==> src/sv/gpac_pkg.sv <==
package gpac_pkg;

	// Converter word layout.
	localparam int unsigned WORD_W   = 32;
	localparam int unsigned CHAN_LSB = 28;
	localparam int unsigned CHAN_W   = 3;
	localparam logic [CHAN_W-1:0] CHAN_COMMON = 3'd0;
	localparam logic [CHAN_W-1:0] CHAN_MARKER = 3'd7;

	// Configuration register widths and indexes.
	localparam int unsigned PERIOD_W  = 28;
	localparam int unsigned GATES_W   = 16;
	localparam int unsigned CFG_W     = 28;
	localparam int unsigned CFG_IDX_W = 2;
	localparam logic [CFG_IDX_W-1:0] REG_GATE_PERIOD   = 2'd0;
	localparam logic [CFG_IDX_W-1:0] REG_GATES_PER_CYC = 2'd1;
	localparam logic [CFG_IDX_W-1:0] REG_SELECTED_GATE = 2'd2;

	// Operation carried in tuser.
	localparam logic OP_CLASSIFY = 1'b0;
	localparam logic OP_READ     = 1'b1;

	// Result beat: three clipped counts.
	localparam int unsigned OUT_CNT_W = 32;
	localparam int unsigned OUT_W     = 3 * OUT_CNT_W;

endpackage

==> src/sv/gpac_divider.sv <==
module gpac_divider #(
	parameter int unsigned DW = 28
) (
	input  logic                          clk,
	input  logic                          arst_n,
	input  logic                          start,
	input  logic [DW-1:0]                 dividend,
	input  logic [gpac_pkg::PERIOD_W-1:0] divisor,
	output logic                          done,
	output logic [DW-1:0]                 quotient,
	output logic [gpac_pkg::PERIOD_W-1:0] remainder
);
	import gpac_pkg::*;

	localparam int unsigned CNT_W = $clog2(DW + 1);

	logic [DW-1:0]       num_q;
	logic [PERIOD_W-1:0] rem_q;
	logic [PERIOD_W-1:0] div_q;
	logic [CNT_W-1:0]    cnt_q;
	logic                busy_q;
	logic                done_q;

	logic [PERIOD_W:0]   trial;
	logic                ge;
	logic [PERIOD_W:0]   diff;

	// One restoring step: bring down the next dividend bit and subtract if it fits.
	assign trial = {rem_q, num_q[DW-1]};
	assign ge    = trial >= {1'b0, div_q};
	assign diff  = trial - {1'b0, div_q};

	always_ff @(posedge clk or negedge arst_n) begin
		if (!arst_n) begin
			busy_q <= 1'b0;
			done_q <= 1'b0;
			cnt_q  <= '0;
		end else begin
			done_q <= 1'b0;
			if (start) begin
				busy_q <= 1'b1;
				cnt_q  <= CNT_W'(DW);
			end else if (busy_q) begin
				cnt_q <= cnt_q - 1'b1;
				if (cnt_q == CNT_W'(1)) begin
					busy_q <= 1'b0;
					done_q <= 1'b1;
				end
			end
		end
	end

	always_ff @(posedge clk) begin
		if (start) begin
			num_q <= dividend;
			rem_q <= '0;
			div_q <= divisor;
		end else if (busy_q) begin
			num_q <= {num_q[DW-2:0], ge};
			rem_q <= ge ? diff[PERIOD_W-1:0] : trial[PERIOD_W-1:0];
		end
	end

	assign done      = done_q;
	assign quotient  = num_q;
	assign remainder = rem_q;

endmodule

==> src/sv/gated_photon_afterpulse_counter.sv <==
// Gated photon / afterpulse counter. Each slave beat carries a converter word in tdata and
// the operation in tuser (0 classify, 1 read and clear). A classified word on channels 1 to 6
// adds one to the total and then to either the photon or the afterpulse count, depending on
// whether its gate slot, (time / gate_period_ticks) mod gates_per_cycle, equals
// selected_gate - 1. If gate_period_ticks, gates_per_cycle or selected_gate is zero, every
// such word is an afterpulse. A read beat returns the three counts on the master side (each
// clipped to 32 bits) and clears them. Reads, dropped words and words under a zero setting
// are handled without leaving the idle state. Any other word goes through two passes of one
// restoring divider that retires one quotient bit per cycle: the first divides the time by
// the gate period, the second reduces that quotient modulo the number of gates. tready stays
// low while the passes run. A finished read result is held in an output register, and a
// further beat is taken while it waits unless that beat is itself a read. Counters saturate
// at their maximum. The user must write registers through the cfg port only while the block
// is idle; the block itself does not enforce this.
module gated_photon_afterpulse_counter #(
	parameter int unsigned COUNT_WIDTH = 32,
	parameter int unsigned TIME_WIDTH  = 28
) (
	input  logic                           clk,
	input  logic                           arst_n,
	input  logic                           s_tvalid,
	output logic                           s_tready,
	input  logic [gpac_pkg::WORD_W-1:0]    s_tdata,   // [31:0] sample_word
	input  logic                           s_tuser,   // [0] op
	output logic                           m_tvalid,
	input  logic                           m_tready,
	output logic [gpac_pkg::OUT_W-1:0]     m_tdata,   // [31:0] total_count,
	                                                  // [63:32] photon_count,
	                                                  // [95:64] afterpulse_count
	input  logic                           cfg_we,
	input  logic [gpac_pkg::CFG_IDX_W-1:0] cfg_index,
	input  logic [gpac_pkg::CFG_W-1:0]     cfg_wdata
);
	import gpac_pkg::*;

	typedef enum logic [1:0] {
		ST_IDLE,
		ST_DIV_TIME,
		ST_DIV_SLOT
	} state_t;

	state_t state_q;

	logic [PERIOD_W-1:0] period_q;
	logic [GATES_W-1:0]  gates_q;
	logic [GATES_W-1:0]  sel_gate_q;

	logic [COUNT_WIDTH-1:0] total_q;
	logic [COUNT_WIDTH-1:0] photon_q;
	logic [COUNT_WIDTH-1:0] after_q;

	logic             out_valid_q;
	logic [OUT_W-1:0] out_data_q;

	logic                  accept;
	logic                  is_read;
	logic [CHAN_W-1:0]     chan;
	logic                  physical;
	logic                  cfg_ok;
	logic                  div_start;
	logic [TIME_WIDTH-1:0] div_dividend;
	logic [PERIOD_W-1:0]   div_divisor;
	logic                  div_done;
	logic [TIME_WIDTH-1:0] div_quot;
	logic [PERIOD_W-1:0]   div_rem;
	logic                  hit;

	function automatic logic [COUNT_WIDTH-1:0] sat_inc(input logic [COUNT_WIDTH-1:0] v);
		return (v == '1) ? v : v + 1'b1;
	endfunction

	function automatic logic [OUT_CNT_W-1:0] clip_out(input logic [COUNT_WIDTH-1:0] v);
		logic [63:0] w;
		w = 64'(v);
		return (w > 64'h0000_0000_FFFF_FFFF) ? '1 : w[OUT_CNT_W-1:0];
	endfunction

	// A read may only enter once the previous result has gone or is leaving now.
	assign s_tready = (state_q == ST_IDLE) && (!out_valid_q || m_tready || (s_tuser != OP_READ));
	assign accept   = s_tvalid && s_tready;
	assign is_read  = (s_tuser == OP_READ);
	assign chan     = s_tdata[CHAN_LSB +: CHAN_W];
	assign physical = (chan != CHAN_COMMON) && (chan != CHAN_MARKER);
	assign cfg_ok   = (period_q != '0) && (gates_q != '0) && (sel_gate_q != '0);

	assign div_start    = (accept && !is_read && physical && cfg_ok) ||
	                      ((state_q == ST_DIV_TIME) && div_done);
	assign div_dividend = (state_q == ST_IDLE) ? s_tdata[TIME_WIDTH-1:0] : div_quot;
	assign div_divisor  = (state_q == ST_IDLE) ? period_q : PERIOD_W'(gates_q);

	// The slot is below gates_per_cycle, so it fits the gate width whenever it matches.
	assign hit = (div_rem == PERIOD_W'(sel_gate_q - 1'b1));

	gpac_divider #(
		.DW(TIME_WIDTH)
	) u_div (
		.clk      (clk),
		.arst_n   (arst_n),
		.start    (div_start),
		.dividend (div_dividend),
		.divisor  (div_divisor),
		.done     (div_done),
		.quotient (div_quot),
		.remainder(div_rem)
	);

	always_ff @(posedge clk or negedge arst_n) begin
		if (!arst_n) begin
			period_q   <= PERIOD_W'(1);
			gates_q    <= GATES_W'(1);
			sel_gate_q <= GATES_W'(1);
		end else if (cfg_we) begin
			unique case (cfg_index)
				REG_GATE_PERIOD:   period_q   <= cfg_wdata[PERIOD_W-1:0];
				REG_GATES_PER_CYC: gates_q    <= cfg_wdata[GATES_W-1:0];
				REG_SELECTED_GATE: sel_gate_q <= cfg_wdata[GATES_W-1:0];
				default: ;
			endcase
		end
	end

	always_ff @(posedge clk or negedge arst_n) begin
		if (!arst_n) begin
			state_q     <= ST_IDLE;
			total_q     <= '0;
			photon_q    <= '0;
			after_q     <= '0;
			out_valid_q <= 1'b0;
		end else begin
			if (accept && is_read) begin
				out_valid_q <= 1'b1;
			end else if (m_tready) begin
				out_valid_q <= 1'b0;
			end
			unique case (state_q)
				ST_IDLE: begin
					if (accept) begin
						if (is_read) begin
							total_q  <= '0;
							photon_q <= '0;
							after_q  <= '0;
						end else if (physical) begin
							total_q <= sat_inc(total_q);
							if (cfg_ok) begin
								state_q <= ST_DIV_TIME;
							end else begin
								after_q <= sat_inc(after_q);
							end
						end
					end
				end
				ST_DIV_TIME: begin
					if (div_done) begin
						state_q <= ST_DIV_SLOT;
					end
				end
				ST_DIV_SLOT: begin
					if (div_done) begin
						state_q <= ST_IDLE;
						if (hit) begin
							photon_q <= sat_inc(photon_q);
						end else begin
							after_q <= sat_inc(after_q);
						end
					end
				end
				default: state_q <= ST_IDLE;
			endcase
		end
	end

	always_ff @(posedge clk) begin
		if (accept && is_read) begin
			out_data_q <= {clip_out(after_q), clip_out(photon_q), clip_out(total_q)};
		end
	end

	assign m_tvalid = out_valid_q;
	assign m_tdata  = out_data_q;

endmodule

==> config.mk <==
export PLATFORM = sky130hd
export DESIGN_NAME = gated_photon_afterpulse_counter
export DESIGN_NICKNAME = d
export VERILOG_FILES = /design/src/sv/gpac_pkg.sv /design/src/sv/gpac_divider.sv /design/src/sv/gated_photon_afterpulse_counter.sv
export SDC_FILE = /design/constraint.sdc
export NUM_CORES = 1
export LEC_CHECK = 0
export BUFFER_PORTS_ARGS = -buffer_cell sky130_fd_sc_hd__buf_2
export CAP_MARGIN = 20
export CORE_UTILIZATION = 50
export DETAILED_ROUTE_END_ITERATION = 12
export GPL_TIMING_DRIVEN = 0
export PLACE_DENSITY = 0.8
export SYNTH_ARGS = -nofsm -noshare
export SYNTH_HDL_FRONTEND = slang
export SYNTH_SLANG_ARGS = --single-unit
==> constraint.sdc <==
create_clock -name clk -period 6.1 [get_ports clk]
set_clock_uncertainty 0.15 [all_clocks]
set_input_delay 0.61 -clock clk [delete_from_list [all_inputs] [get_ports clk]]
set_output_delay 0.61 -clock clk [all_outputs]
set_load 0.02 [all_outputs]
### Word level (Yosys, flattened, before mapping)

Index checks and enable logic that the tools add are counted.

* bitwise operators: 1
* equality and inequality tests: 24
* add/subtract/negate cells: 6
* order comparisons: 1
* reductions and logical operators: 33
* multiplexer cells: 39

Operators with widths (count)
* 32-bit two-way mux: 15
* 32-bit one-hot mux with 2 select lines: 2
* 28-bit two-way mux: 4
* 32-bit by 1-bit adder with 32-bit output (second input constant): 3
* 32-bit equality test (second input constant): 3
* 16-bit nonzero test: 2
* 29-bit by 28-bit greater-or-equal comparator with 1-bit output: 1
* 28-bit equality test: 1
* 28-bit nonzero test: 1
* 28-bit subtractor: 1
* 2-bit inequality test (second input constant): 9
* 6-bit AND reduction: 3
* 16-bit by 1-bit subtractor with 17-bit output (second input constant): 1
* 16-bit two-way mux: 1
* 2-bit two-way mux: 6
* 1-bit logical AND: 10
* 5-bit two-way mux: 2
* 3-bit inequality test (second input constant): 3
* 1-bit two-way mux: 8
* 2-bit AND reduction: 4
* 2-bit nonzero test: 4
* 2-bit by 1-bit inequality test with 1-bit output (second input constant): 3
* 2-bit one-hot mux with 3 select lines: 1
* 5-bit by 1-bit equality test with 1-bit output (second input constant): 1
* other kinds (9): 15

* flip-flop bits (word level): 346
* word-level logic and storage cells: 120
* bits of input ports: 68

### Logic depth before layout (Yosys ltp)

Gate-level depths: netlist of the first run.

* depth after elaboration: 11
* gate-level depth with buffers: 15
* depth with buffers taken out: 12

### By module

From an unflattened synthesis of the first run, not the netlist that was laid out.

* cell total of the unflattened synthesis: 1495
* area, all modules: 16884.9 um^2

Modules (own cells, without submodules)
* gated_photon_afterpulse_counter: cells each 985, times used 1, sequential area each 6865.3 um^2, area an instance 11713.7 um^2
* gpac_divider: cells each 510, times used 1, sequential area each 2417.3 um^2, area an instance 5171.2 um^2

### Worst setup path before layout of the first run

OpenSTA, ideal clock, no wires.

* path kind: input to register
* from: input port m_tready
* to: register out_data_q[0], in the netlist m_tdata[0], enable pin
* cell stages on the path: 6
* setup time: 0.498 ns
* arrival: 4.400 ns
* buffers on the path: 3
* setup slack: 1.052 ns
* cells stage by stage: nand2b_1 > nand4_1 > inv_1 > clkbuf_1 > clkbuf_1 > clkbuf_1

* cells in the longest elaborated chain, start to end: 5

RTL lines
* from (decl): RTL line gated_photon_afterpulse_counter.sv:26 `input logic m_tready,`
* 1-bit logical OR (2 in a row): RTL line gated_photon_afterpulse_counter.sv:79 `assign s_tready = (state_q == ST_IDLE) && (!out_valid_q || m_tready || (s_tuser != OP_READ));`
* 1-bit logical AND: RTL line gated_photon_afterpulse_counter.sv:79
* 1-bit logical AND: RTL line gated_photon_afterpulse_counter.sv:80 `assign accept = s_tvalid && s_tready;`
* 1-bit logical AND: RTL line gated_photon_afterpulse_counter.sv:173 `if (accept && is_read) begin`
* to (signal assigned): RTL line gated_photon_afterpulse_counter.sv:174 `out_data_q <= {clip_out(after_q), clip_out(photon_q), clip_out(total_q)};`
* to (decl): RTL line gated_photon_afterpulse_counter.sv:53 `logic [OUT_W-1:0] out_data_q;`

No other way between the ends.
A chain may end at the register's enable or synchronous reset.

### Final worst setup path of the first run

* from: register state_q[1]
* to: register u_div.num_q[26], in the netlist u_div.quotient[26] (data pin)

* cells in the longest elaborated chain, start to end: 8
* elaborated cells between the ends (all ways): 10
* those cells by class: 1 x eq/ne; 1 x mux; 8 x reduce/logical

RTL lines
* from (decl): RTL line gated_photon_afterpulse_counter.sv:42 `state_t state_q;`
* from (signal assigned): RTL line gated_photon_afterpulse_counter.sv:124 `state_q <= ST_IDLE;`
* from (signal assigned): RTL line gated_photon_afterpulse_counter.sv:145 `state_q <= ST_DIV_TIME;`
* from (signal assigned): RTL line gated_photon_afterpulse_counter.sv:154 `state_q <= ST_DIV_SLOT;`
* 2-bit zero test: RTL line gated_photon_afterpulse_counter.sv:79
* 1-bit logical AND: RTL line gated_photon_afterpulse_counter.sv:79
* 1-bit logical AND: RTL line gated_photon_afterpulse_counter.sv:80
* 1-bit logical AND (3 in a row): RTL line gated_photon_afterpulse_counter.sv:86 `assign div_start = (accept && !is_read && physical && cfg_ok) ||`
* 1-bit logical OR *: RTL line gated_photon_afterpulse_counter.sv:86
* 28-bit two-way mux *: RTL line gpac_divider.sv:54 `if (start) begin`
* to (signal assigned): RTL line gpac_divider.sv:55 `num_q <= dividend;`
* to (signal assigned): RTL line gpac_divider.sv:59 `num_q <= {num_q[DW-2:0], ge};`
* to (decl): RTL line gpac_divider.sv:17 `logic [DW-1:0] num_q;`

Every way passes the cells marked *; elsewhere a longest branch is shown, timed or not.

==> reports/metrics.cfg, run 1 <==
[run_status]
status = finished, final reports clean

[setup_path]
cp_cell_sequence = nor2_1 -> a21boi_0 -> nand3_1 -> or4b_2 -> and2_1 -> clkbuf_1 -> inv_1 -> clkbuf_1 -> buf_2 -> nand2_1 -> nand2_1
cpPeakStageDelay_ns = 0.80
critPathSlowestCell = buf_2
r2r_setup_slack_ns = 1.19
cp_max_fo = 37
start_kind = flop
arrival_ns = 5.15
r2r.worst_path.cells = 11
end_kind = flop
rr_endpoint = u_div.quotient[26]$_DFFE_PP_
crit_buf_inv = 4
r2r-start = state_q[1]$_DFFE_PN0P_
criticalPathCategory = reg2reg
crit_required_ns = 6.35
cp_top_family = simple AND/OR/NAND/NOR gates

[grt]
grt_pass1_wl_mm = 61.2
antenna_found_initial = 0
grt_pass1_vias = 11741
grt_max_degree = 108
track_usage_pct = 23.1
overflow = 0

[hold_path]
hold_end = period_q[16]$_DFFE_PN0P_
min_from = cfg_wdata[16]
hold_depth = 2
hold_class = in2reg

[yosys]
synth_top_area_cell = edfxtp_1
ys_warn_count = 0
avgSynthCellArea_sq_um = 11.1
syn-cell-area_sq_mm = 0.0163
synth.distinct_cells = 66
synthTopCellsByArea = edfxtp_1, dfrtp_1, mux2_2
ys_async_sr_fraction_pct = 48.0
ys.flop_type = dfrtp_1
synth_seq_cells = 346
synth_edf_count = 152
syn_inst = 1467
syn_nets = 1571
synth.top_cell.area_share_pct = 28.0
ys_seq_area_share_pct = 56.9

[power]
swShare_pct = 21.9
seq_power_share_pct = 50.5
p_leak_nw = 8.58
power_density_mw_per_mm2 = 269
p_comb_share_pct = 5.1
pwr-share-clk_pct = 44.4
ir_worst_vdd_mv = 0.226
intPower_mw = 4.00
switchingPower_mw = 1.12

[cells_and_area]
fin_nets = 1778
ff_latch_area_sq_mm = 0.00928
fillCellCount = 2557
drive_gt1_share_pct = 18.9
final_core_util_pct = 59.8
syn2layout_area_growth_pct = 16.6
multi_input_area_sq_mm = 0.00660

[cts]
insertion_delay_ns = 0.54
htree_levels = 2
clock_tree.root_cell = clkbuf_16
clk_path_buf_depth = 3
cts_tree = yes
clkTransAtPathRegs_ns = 0.06
postCtsResizedCells = 0
numCtsBuffers = 37
clkSinkCount = 346

[place]
hpwl_mm = 27.6
place_congestion = 0.896
port_buffers = 164

[drt]
first_iter_violations = 863
dr.pass1.iters = 7
vias_per_cell = 5.69
detail_route.wl_per_cell_microns = 17.9
drt.antenna.violating_nets = 0
via_count = 12167
routed_wl_mm = 38.3
drc = 0

[timing]
slew_headroom_pct = 40.9
rsz0062_at_grt = false
setup_viol_count_final = 0
fmax_ghz = 0.204
slew_violations = 0
fin_tns_setup_ns = 0
period_needed_ns = 4.91
hold_violations = 0
worstMarginPinSlew_ns = 0.886
holdWs_ns = 0.167
post-route-period-util_pct = 80.4

[die]
row_count = 65
dieHeight_microns = 183
dieWidth_microns = 183
core_sq_mm = 0.0318
ios = 166
initial_core_util_pct = 51.3
dieArea_sq_mm = 0.0333

[run]
maxCapViolCount = 0

==> flip-flops by register name, indices dropped and copies added (netlist names) <==
name	flops
u_div.remainder	28
m_tvalid	1
sel_gate_q	16
u_div.busy_q	1
after_q	32
total_q	32
u_div.cnt_q	5
u_div.div_q	28
u_div.quotient	28
state_q	2
period_q	28
photon_q	32
gates_q	16
u_div.done	1
m_tdata	96
==> cell usage in the layout (no fill, tap or decap), types with 10 or more instances in the layout <==
master,n
ha_1,35
o21ai_0,32
nor4_1,25
and3_1,19
clkbuf_16,39
edfxtp_1,152
dfxtp_1,28
xor2_1,77
mux2_2,79
xnor2_1,40
o211ai_1,10
inv_1,48
nand4_1,38
mux2i_1,11
a21o_1,22
a211oi_1,25
nand2b_1,11
and4_1,14
and2_1,21
a21oi_1,46
or3_1,14
nor3_1,23
dfrtp_1,163
nand2_1,162
clkbuf_1,57
buf_2,168
nor2_1,161
nand3_1,56
or4_1,10
==> worst max-delay path by stage <==
stage | startpoint | slack, ns | cells after the start | endpoint
2_1_floorplan | m_tready | 1.05 | 6 | m_tdata[0]$_DFFE_PP_
3_3_place_gp | state_q[1]$_DFFE_PN0P_ | -0.94 | 6 | m_tdata[71]$_DFFE_PP_
3_5_place_dp | state_q[1]$_DFFE_PN0P_ | 1.17 | 11 | u_div.quotient[25]$_DFFE_PP_
4_1_cts | state_q[1]$_DFFE_PN0P_ | 1.14 | 11 | u_div.quotient[25]$_DFFE_PP_
5_1_grt | state_q[1]$_DFFE_PN0P_ | 0.86 | 11 | u_div.quotient[25]$_DFFE_PP_
6_report | state_q[1]$_DFFE_PN0P_ | 1.19 | 11 | u_div.quotient[26]$_DFFE_PP_
==> Yosys cell counts, types with 35 or more instances <==
master and n:
inv_1 48, a21oi_1 46, ha_1 35, nand3_1 56
nor2_1 161, xor2_1 77, xnor2_1 40, edfxtp_1 152
nand4_1 38, mux2_2 79, clkbuf_1 45, nand2_1 162
dfrtp_1 163
==> timing repair <==
item	4_1_cts	5_1_grt
hold buffers	1	0
buffers inserted	0	0
setup endpoints to repair	0	0
endpoints found under the hold margin	59	0
==> cell families (layout without fill, tap and decap cells) <==
group	Yosys count	in the layout	share of synthesized area [%]
AOI/OAI and AO/OA	185	185	7.58
xor gates and xnor gates	117	117	6.29
adders and majority gates	36	36	2.81
buffers and inverters	106	342	2.56
DFF	346	346	56.9
muxes	90	90	6.13
other	0	1	0
and+or+nand+nor	587	587	17.7
==> area by class of cell <==
type                            instances  share of cell area (%)
Antenna cell                            1                  0.0132
Multi-Input combinational cell       1015                    34.7
Clock inverter                         12                   0.816
Clock buffer                           56                    5.68
Inverter                               48                   0.948
Timing Repair Buffer                  168                    4.86
Buffer                                 58                    1.28
Sequential cell                       346                    48.8
Tap cell                              435                    2.86
==> metrics by stage <==
step                      instance area [sq um]  setup WS [ns]  total power [mW]  cells
after detailed placement                  17800           1.17              2.89   2069
final                                     19000           1.19              5.12   2139
after CTS                                 19000           1.14              5.15   2138
after global routing                      19000          0.861              5.28   2138
after floorplan                           16300           1.05              2.77   1467
after global placement                    17700         -0.943              2.87   2066
==> per-layer routing <==
layer  vias to the layer above  wire length [microns]  GRT usage [%]
li1                       5697                      -              -
met1                      5926                  16100           29.9
met2                       441                  18600           39.1
met3                       103                   2240           3.41
met4                         0                   1370           9.31
met5                         -                      0              0
==> worst reg2reg max path: cells and delay by family, from the launching register on <==
family | cells | cell delay, ns
buf+inv | 4 | 1.76
flops | 1 | 0.43
compound gates | 1 | 0.38
simple gates | 6 | 2.06
==> power groups by stage <==
stage	Combinational [mW]	Clock [mW]	Sequential, mW
after floorplan	0.174	0	2.60
after global placement	0.245	0	2.63
after detailed placement	0.257	0	2.63
after CTS	0.261	2.30	2.59
after global routing	0.284	2.40	2.60
final	0.260	2.27	2.59
Note: power is estimated with default switching activity, not from simulation.
==> inputs of run 2 (changes only) <==
PLACE_DENSITY = 0.83   (was 0.8)
clock period = 4.03 ns   (was 6.1 ns; I/O delays follow)
==> run 2 against run 1 <==
Compared with the run above: sequential share of layout area down 0.85 points; via count up 0.91%; routed wire length up 2.2%; register-to-register slack worse by 1.1 ns; sequential power up 51%; final cell count up 0.89%; fmax up 26%; critical path depth up 2; die area unchanged; sequential cell count unchanged; utilization up 1.1 points; clock-buffer cell count down 12; critical path type unchanged; largest cell class unchanged.
==> reports/metrics.cfg, run 2 (synthesized netlist as in run 1, its figures left out) <==
[run_status]
status = finished, final reports clean

[setup_path]
startpoint = sel_gate_q[1]$_DFFE_PN0P_
critPathSlowestCell = or4b_2
arrival_ns = 4.14
start_kind = flop
cpPeakStageDelay_ns = 0.60
crit_required_ns = 4.27
cp_cell_sequence = inv_1 -> ha_4 -> or4b_2 -> nor4_1 -> xnor2_1 -> o311ai_0 -> or3_4 -> o31a_1 -> buf_2 -> buf_2 -> nand3_1 -> xor2_1 -> nor2_1
end_kind = flop
crit_top_cell = buf_2
rr_endpoint = after_q[9]$_DFFE_PN0P_
r2r.worst_path.cells = 13
cp_max_fo = 10
cp-endpoint = after_q[9]$_DFFE_PN0P_
criticalPathCategory = reg2reg
r2r-start = sel_gate_q[1]$_DFFE_PN0P_
r2r_setup_slack_ns = 0.13

[drt]
drt.antenna.violating_nets = 0
drc = 0
first_iter_violations = 973
via_count = 12278
routed_wl_mm = 39.2
dr.pass1.iters = 7
vias_per_cell = 5.69
detail_route.wl_per_cell_microns = 18.2

[cells_and_area]
multi_input_area_sq_mm = 0.00666
fin_area_sq_mm = 0.0194
fin_nets = 1799
diodes = 0
mostFrequentLayoutCell = buf_2
ff_latch_area_sq_mm = 0.00928
fillCellCount = 2492
largest_register_ffs = 96
finalNonFillerCells = 2158
drive_gt1_share_pct = 19.8
final_cell_mix = buf_2, dfrtp_1, nand2_1, nor2_1, edfxtp_1
syn2layout_area_growth_pct = 18.7

[power]
pwr-share-clk_pct = 44.9
p_comb_share_pct = 5.5
intPower_mw = 6.16
power_density_mw_per_mm2 = 408
ir_worst_vdd_mv = 0.313
p_leak_nw = 8.71
swShare_pct = 22.0
switchingPower_mw = 1.74
seq_power_share_pct = 49.6
total_power_mw = 7.90

[grt]
grt_pass1_wl_mm = 61.8
grt_max_degree = 116
antenna_found_initial = 0
track_usage_pct = 23.4
overflow = 0
grt_pass1_vias = 11994

[die]
dieHeight_microns = 183
dieWidth_microns = 183
core_sq_mm = 0.0318
row_count = 65
dieArea_sq_mm = 0.0333
initial_core_util_pct = 51.3
ios = 166

[cts]
clk_path_buf_depth = 3
post-cts-setup-buffers = 0
insertion_delay_ns = 0.54
clkTransAtPathRegs_ns = 0.06
clkSinkCount = 346
cts_tree = yes
clock_tree.root_cell = clkbuf_16
htree_levels = 2
numCtsBuffers = 36

[place]
dp.cells = 2068
place_congestion = 0.914
port_buffers = 164
pre_cts_ws_ns = -1.04
place_area_sq_mm = 0.0177
hpwl_mm = 28.0

[timing]
period_needed_ns = 3.90
hold_violations = 0
worstMarginPinSlew_ns = 0.784
rsz0062_at_grt = true
fin_tns_setup_ns = 0
setup_viol_count_final = 0
slew_violations = 0
fin_ws_ns = 0.133
fmax_ghz = 0.257
post-route-period-util_pct = 96.7
slew_headroom_pct = 47.4

[hold_path]
hold_class = in2reg
min_from = s_tdata[5]

[run]
maxCapViolCount = 0

[run 2: changes by cell type in the layout (fill, tap and decap cells not counted), moves of 2 or more]
cell           delta
clkinvlp_4        +3
clkinv_4          +2
clkinv_1          -2
clkbuf_16         -3
dlygate4sd3_1    +26
clkinv_2          +4
nor4_1            -2
clkbuf_1         -14
bufinv_16         +3
buf_4             +2
[run 2: through the flow]
step	util, %	hold slack, ns
after floorplan	-	-0.0426
after detailed placement	55.8	0.189
final	60.9	0.00830
after global routing	60.9	0.00502
after CTS	60.7	0.00207
after global placement	55.6	0.290
[run 2: worst min path at each step]
stage,end,slack [ns],cells after the start
3_5_place_dp,period_q[7]$_DFFE_PN0P_,0.19,1
3_3_place_gp,m_tdata[91]$_DFFE_PP_,0.29,0
2_1_floorplan,after_q[0]$_DFFE_PN0P_,-0.04,0
4_1_cts,sel_gate_q[13]$_DFFE_PN0P_,0.002,2
6_report,u_div.quotient[5]$_DFFE_PP_,0.008,3
5_1_grt,gates_q[8]$_DFFE_PN0P_,0.005,2
[run 2: routing by layer]
layer  routed length [microns]  GRT usage [%]  share of wire [%]
met5                         0              0                  0
met1                     16200           29.9                 41
met4                      1080           8.13                2.8
met2                     19500           40.5                 50
met3                      2410           3.41                6.2
[run 2: layout make-up]
| class | count | area share (%) |
|---|---|---|
| tap | 435 | 2.81 |
| sequential | 346 | 48.0 |
| multi-input combinational | 1015 | 34.4 |
| clock inverter | 22 | 1.55 |
| inverter | 48 | 0.950 |
| timing repair buffer | 193 | 5.97 |
| clock buffer | 44 | 5.07 |
| buffer | 55 | 1.25 |
[run 2: power by group through the flow]
stage	combinational, mW	sequential (mW)	clock [mW]
floorplan	0.263	3.93	0
CTS	0.422	3.92	3.58
finish	0.433	3.92	3.54
global route	0.472	3.93	3.74
detailed placement	0.394	3.98	0
global placement	0.374	3.97	0
[run 2: worst max-delay path: cells and delay by family, from the launching register on]
kind	cells	cell delay (ns)
xor+xnor	2	0.31
buf+inv	3	0.60
compound gates	2	0.50
flops	1	0.48
fa+ha+maj	1	0.21
simple gates	5	1.51
[run 2: timing repair]
item / in CTS / in global routing
pin swaps: 0 / 1
resized for setup: 12 / 10
hold endpoints to repair: 85 / 0
hold buffers: 27 / 0
endpoints found under the setup margin: 184 / 100
==> inputs of run 3 (changes only) <==
CAP_MARGIN = 40   (was 20)
CTS_BUF_LIST = sky130_fd_sc_hd__clkbuf_4 sky130_fd_sc_hd__clkbuf_8 sky130_fd_sc_hd__clkbuf_16   (was unset)
==> run 3 against run 2 <==
Compared with the run above: final cell count is 0.19% higher; final area barely moved; clock power is 4% lower; sequential power is essentially flat; total power decreased by 1.9%; routed wire length shrank 1.0%; non-clock buffer count rose by 4; register-to-register slack about the same; worst hold slack got worse by 0.0014 ns; fmax is 0.21% lower; combinational power up 1%; global-route usage decreased by 0.24 points; largest power group unchanged.
==> reports/metrics.cfg, run 3 (synthesized netlist as in run 1, its figures left out) <==
[run_status]
status = finished, final reports clean

[die]
dieHeight_microns = 183
ios = 166
initial_core_util_pct = 51.3
dieWidth_microns = 183
row_count = 65
core_sq_mm = 0.0318
dieArea_sq_mm = 0.0333

[power]
total_power_mw = 7.75
switchingPower_mw = 1.72
ir_worst_vdd_mv = 0.358
seq_power_share_pct = 50.6
p_comb_share_pct = 5.7
power_density_mw_per_mm2 = 400
intPower_mw = 6.02
swShare_pct = 22.2
pwr-share-clk_pct = 43.7
p_leak_nw = 8.73

[cells_and_area]
largest_register_ffs = 96
mostFrequentLayoutCell = buf_2
final_cell_mix = buf_2, dfrtp_1, nand2_1, nor2_1, edfxtp_1
syn2layout_area_growth_pct = 18.8
diodes = 0
fin_nets = 1803
drive_gt1_share_pct = 20.1
fin_area_sq_mm = 0.0194

[cts]
clk_path_buf_depth = 3
insertion_delay_ns = 0.54
clkSinkCount = 346
htree_levels = 2
cts_tree = yes
clock_tree.root_cell = clkbuf_16
clkTransAtPathRegs_ns = 0.06
numCtsBuffers = 36

[place]
port_buffers = 164
place_congestion = 0.914
place_area_sq_mm = 0.0178
hpwl_mm = 28.1

[drt]
vias_per_cell = 5.66
detail_route.wl_per_cell_microns = 17.9
dr.pass1.iters = 7
drc = 0
drt.antenna.violating_nets = 0
routed_wl_mm = 38.8
via_count = 12243
first_iter_violations = 915

[setup_path]
startpoint = sel_gate_q[2]$_DFFE_PN0P_
arrival_ns = 4.21
cp_cell_sequence = or4_1 -> clkbuf_1 -> nor4_2 -> xnor2_1 -> o311ai_0 -> or3_4 -> nor3_1 -> clkbuf_4 -> o21ai_0 -> or3_1 -> a21oi_1
crit_required_ns = 4.33
r2r.worst_path.cells = 11
start_kind = flop
crit_buf_inv = 2
cp_max_fo = 10
cp_top_family = simple AND/OR/NAND/NOR gates
criticalPathCategory = reg2reg
cp.depth = 11
r2r-start = sel_gate_q[2]$_DFFE_PN0P_
critPathSlowestCell = or4_1
end_kind = flop
cpPeakStageDelay_ns = 0.57

[grt]
grt_max_degree = 116
use_met1_pct = 29.6
use_met2_pct = 39.5
antenna_found_initial = 0
overflow = 0
track_usage_pct = 23.1
use_met3_pct = 3.75
grt_pass1_wl_mm = 61.4
top_usage_layer = met2
grt_pass1_vias = 11892

[timing]
hold_violations = 0
setup_viol_count_final = 0
period_needed_ns = 3.91
slew_headroom_pct = 48.6
rsz0062_at_grt = true
fmax_ghz = 0.256
slew_violations = 0
post-route-period-util_pct = 96.9
holdWs_ns = 0.00694
worstMarginPinSlew_ns = 0.765

[hold_path]
min_from = s_tdata[17]
hold_depth = 3
hold_class = in2reg

[run]
maxCapViolCount = 0

==> run 3: changes by cell type in the layout (fill, tap and decap cells not counted), sizes merged <==
cell and delta:
bufinv -3, buf +2, clkinvlp -1, clkdlybuf4s15 +1, inv +1, clkbuf +4
==> run 3: worst register-to-register path, stage by stage (launching register included) <==
cell	delay [ns]
dfrtp_1	0.49
or4_1	0.57
clkbuf_1	0.30
nor4_2	0.34
xnor2_1	0.14
o311ai_0	0.15
or3_4	0.47
nor3_1	0.26
clkbuf_4	0.27
o21ai_0	0.18
or3_1	0.37
a21oi_1	0.14
==> run 3: what timing repair did <==
item	CTS	global route
setup endpoints to repair	182	137
hold buffers	27	0
hold endpoints to repair	85	0
pin swaps	0	1
buffers inserted	0	2
resized for setup	7	15
==> run 3: path summary, 6_finish.rpt <==
check / to / slack [ns]
setup / recovery: photon_q[29]$_DFFE_PN0P_ / 0.12
hold / removal: u_div.quotient[17]$_DFFE_PP_ / 0.007
setup reg to reg: photon_q[29]$_DFFE_PN0P_ / 0.12
hold reg to reg: m_tdata[91]$_DFFE_PP_ / 0.32
max in group asynchronous: m_tvalid$_DFFE_PN0P_ / 2.60
min in group asynchronous: period_q[8]$_DFFE_PN0P_ / 0.23
==> run 3: through the flow <==
step | setup slack (ns) | std cells | utilization, % | setup TNS (ns)
after floorplan | 0.0652 | 1467 | - | 0
after global placement | -0.891 | 2066 | 55.6 | -157.26
after detailed placement | -0.630 | 2070 | 55.9 | -29.57
after CTS | 0.0128 | 2160 | 60.6 | 0
after global routing | -0.0168 | 2162 | 60.9 | -0.0277
final | 0.124 | 2162 | 60.9 | 0
==> run 3: cell type report <==
type                    count  area, sq um
well taps                 435          544
clock buffers              47         1020
flip-flops and latches    346         9280
fillers                  2497        12400
clock inverters            19          201
plain buffers              55          243
repair buffers            197         1210
multi-input cells        1015         6690
inverters                  48          184
==> run 3: routing by layer <==
layer,vias up,wire (microns)
met3,92,2150
met1,5988,16400
met5,-,0
met4,0,1300
li1,5737,-
met2,426,18900
==> run 3: power by group through the flow <==
stage               sequential (mW)  clock, mW  combinational [mW]
finish                         3.92       3.39               0.439
floorplan                      3.93          0               0.263
CTS                            3.92       3.43               0.421
detailed placement             3.99          0               0.394
global route                   3.93       3.57               0.478
global placement               3.97          0               0.374
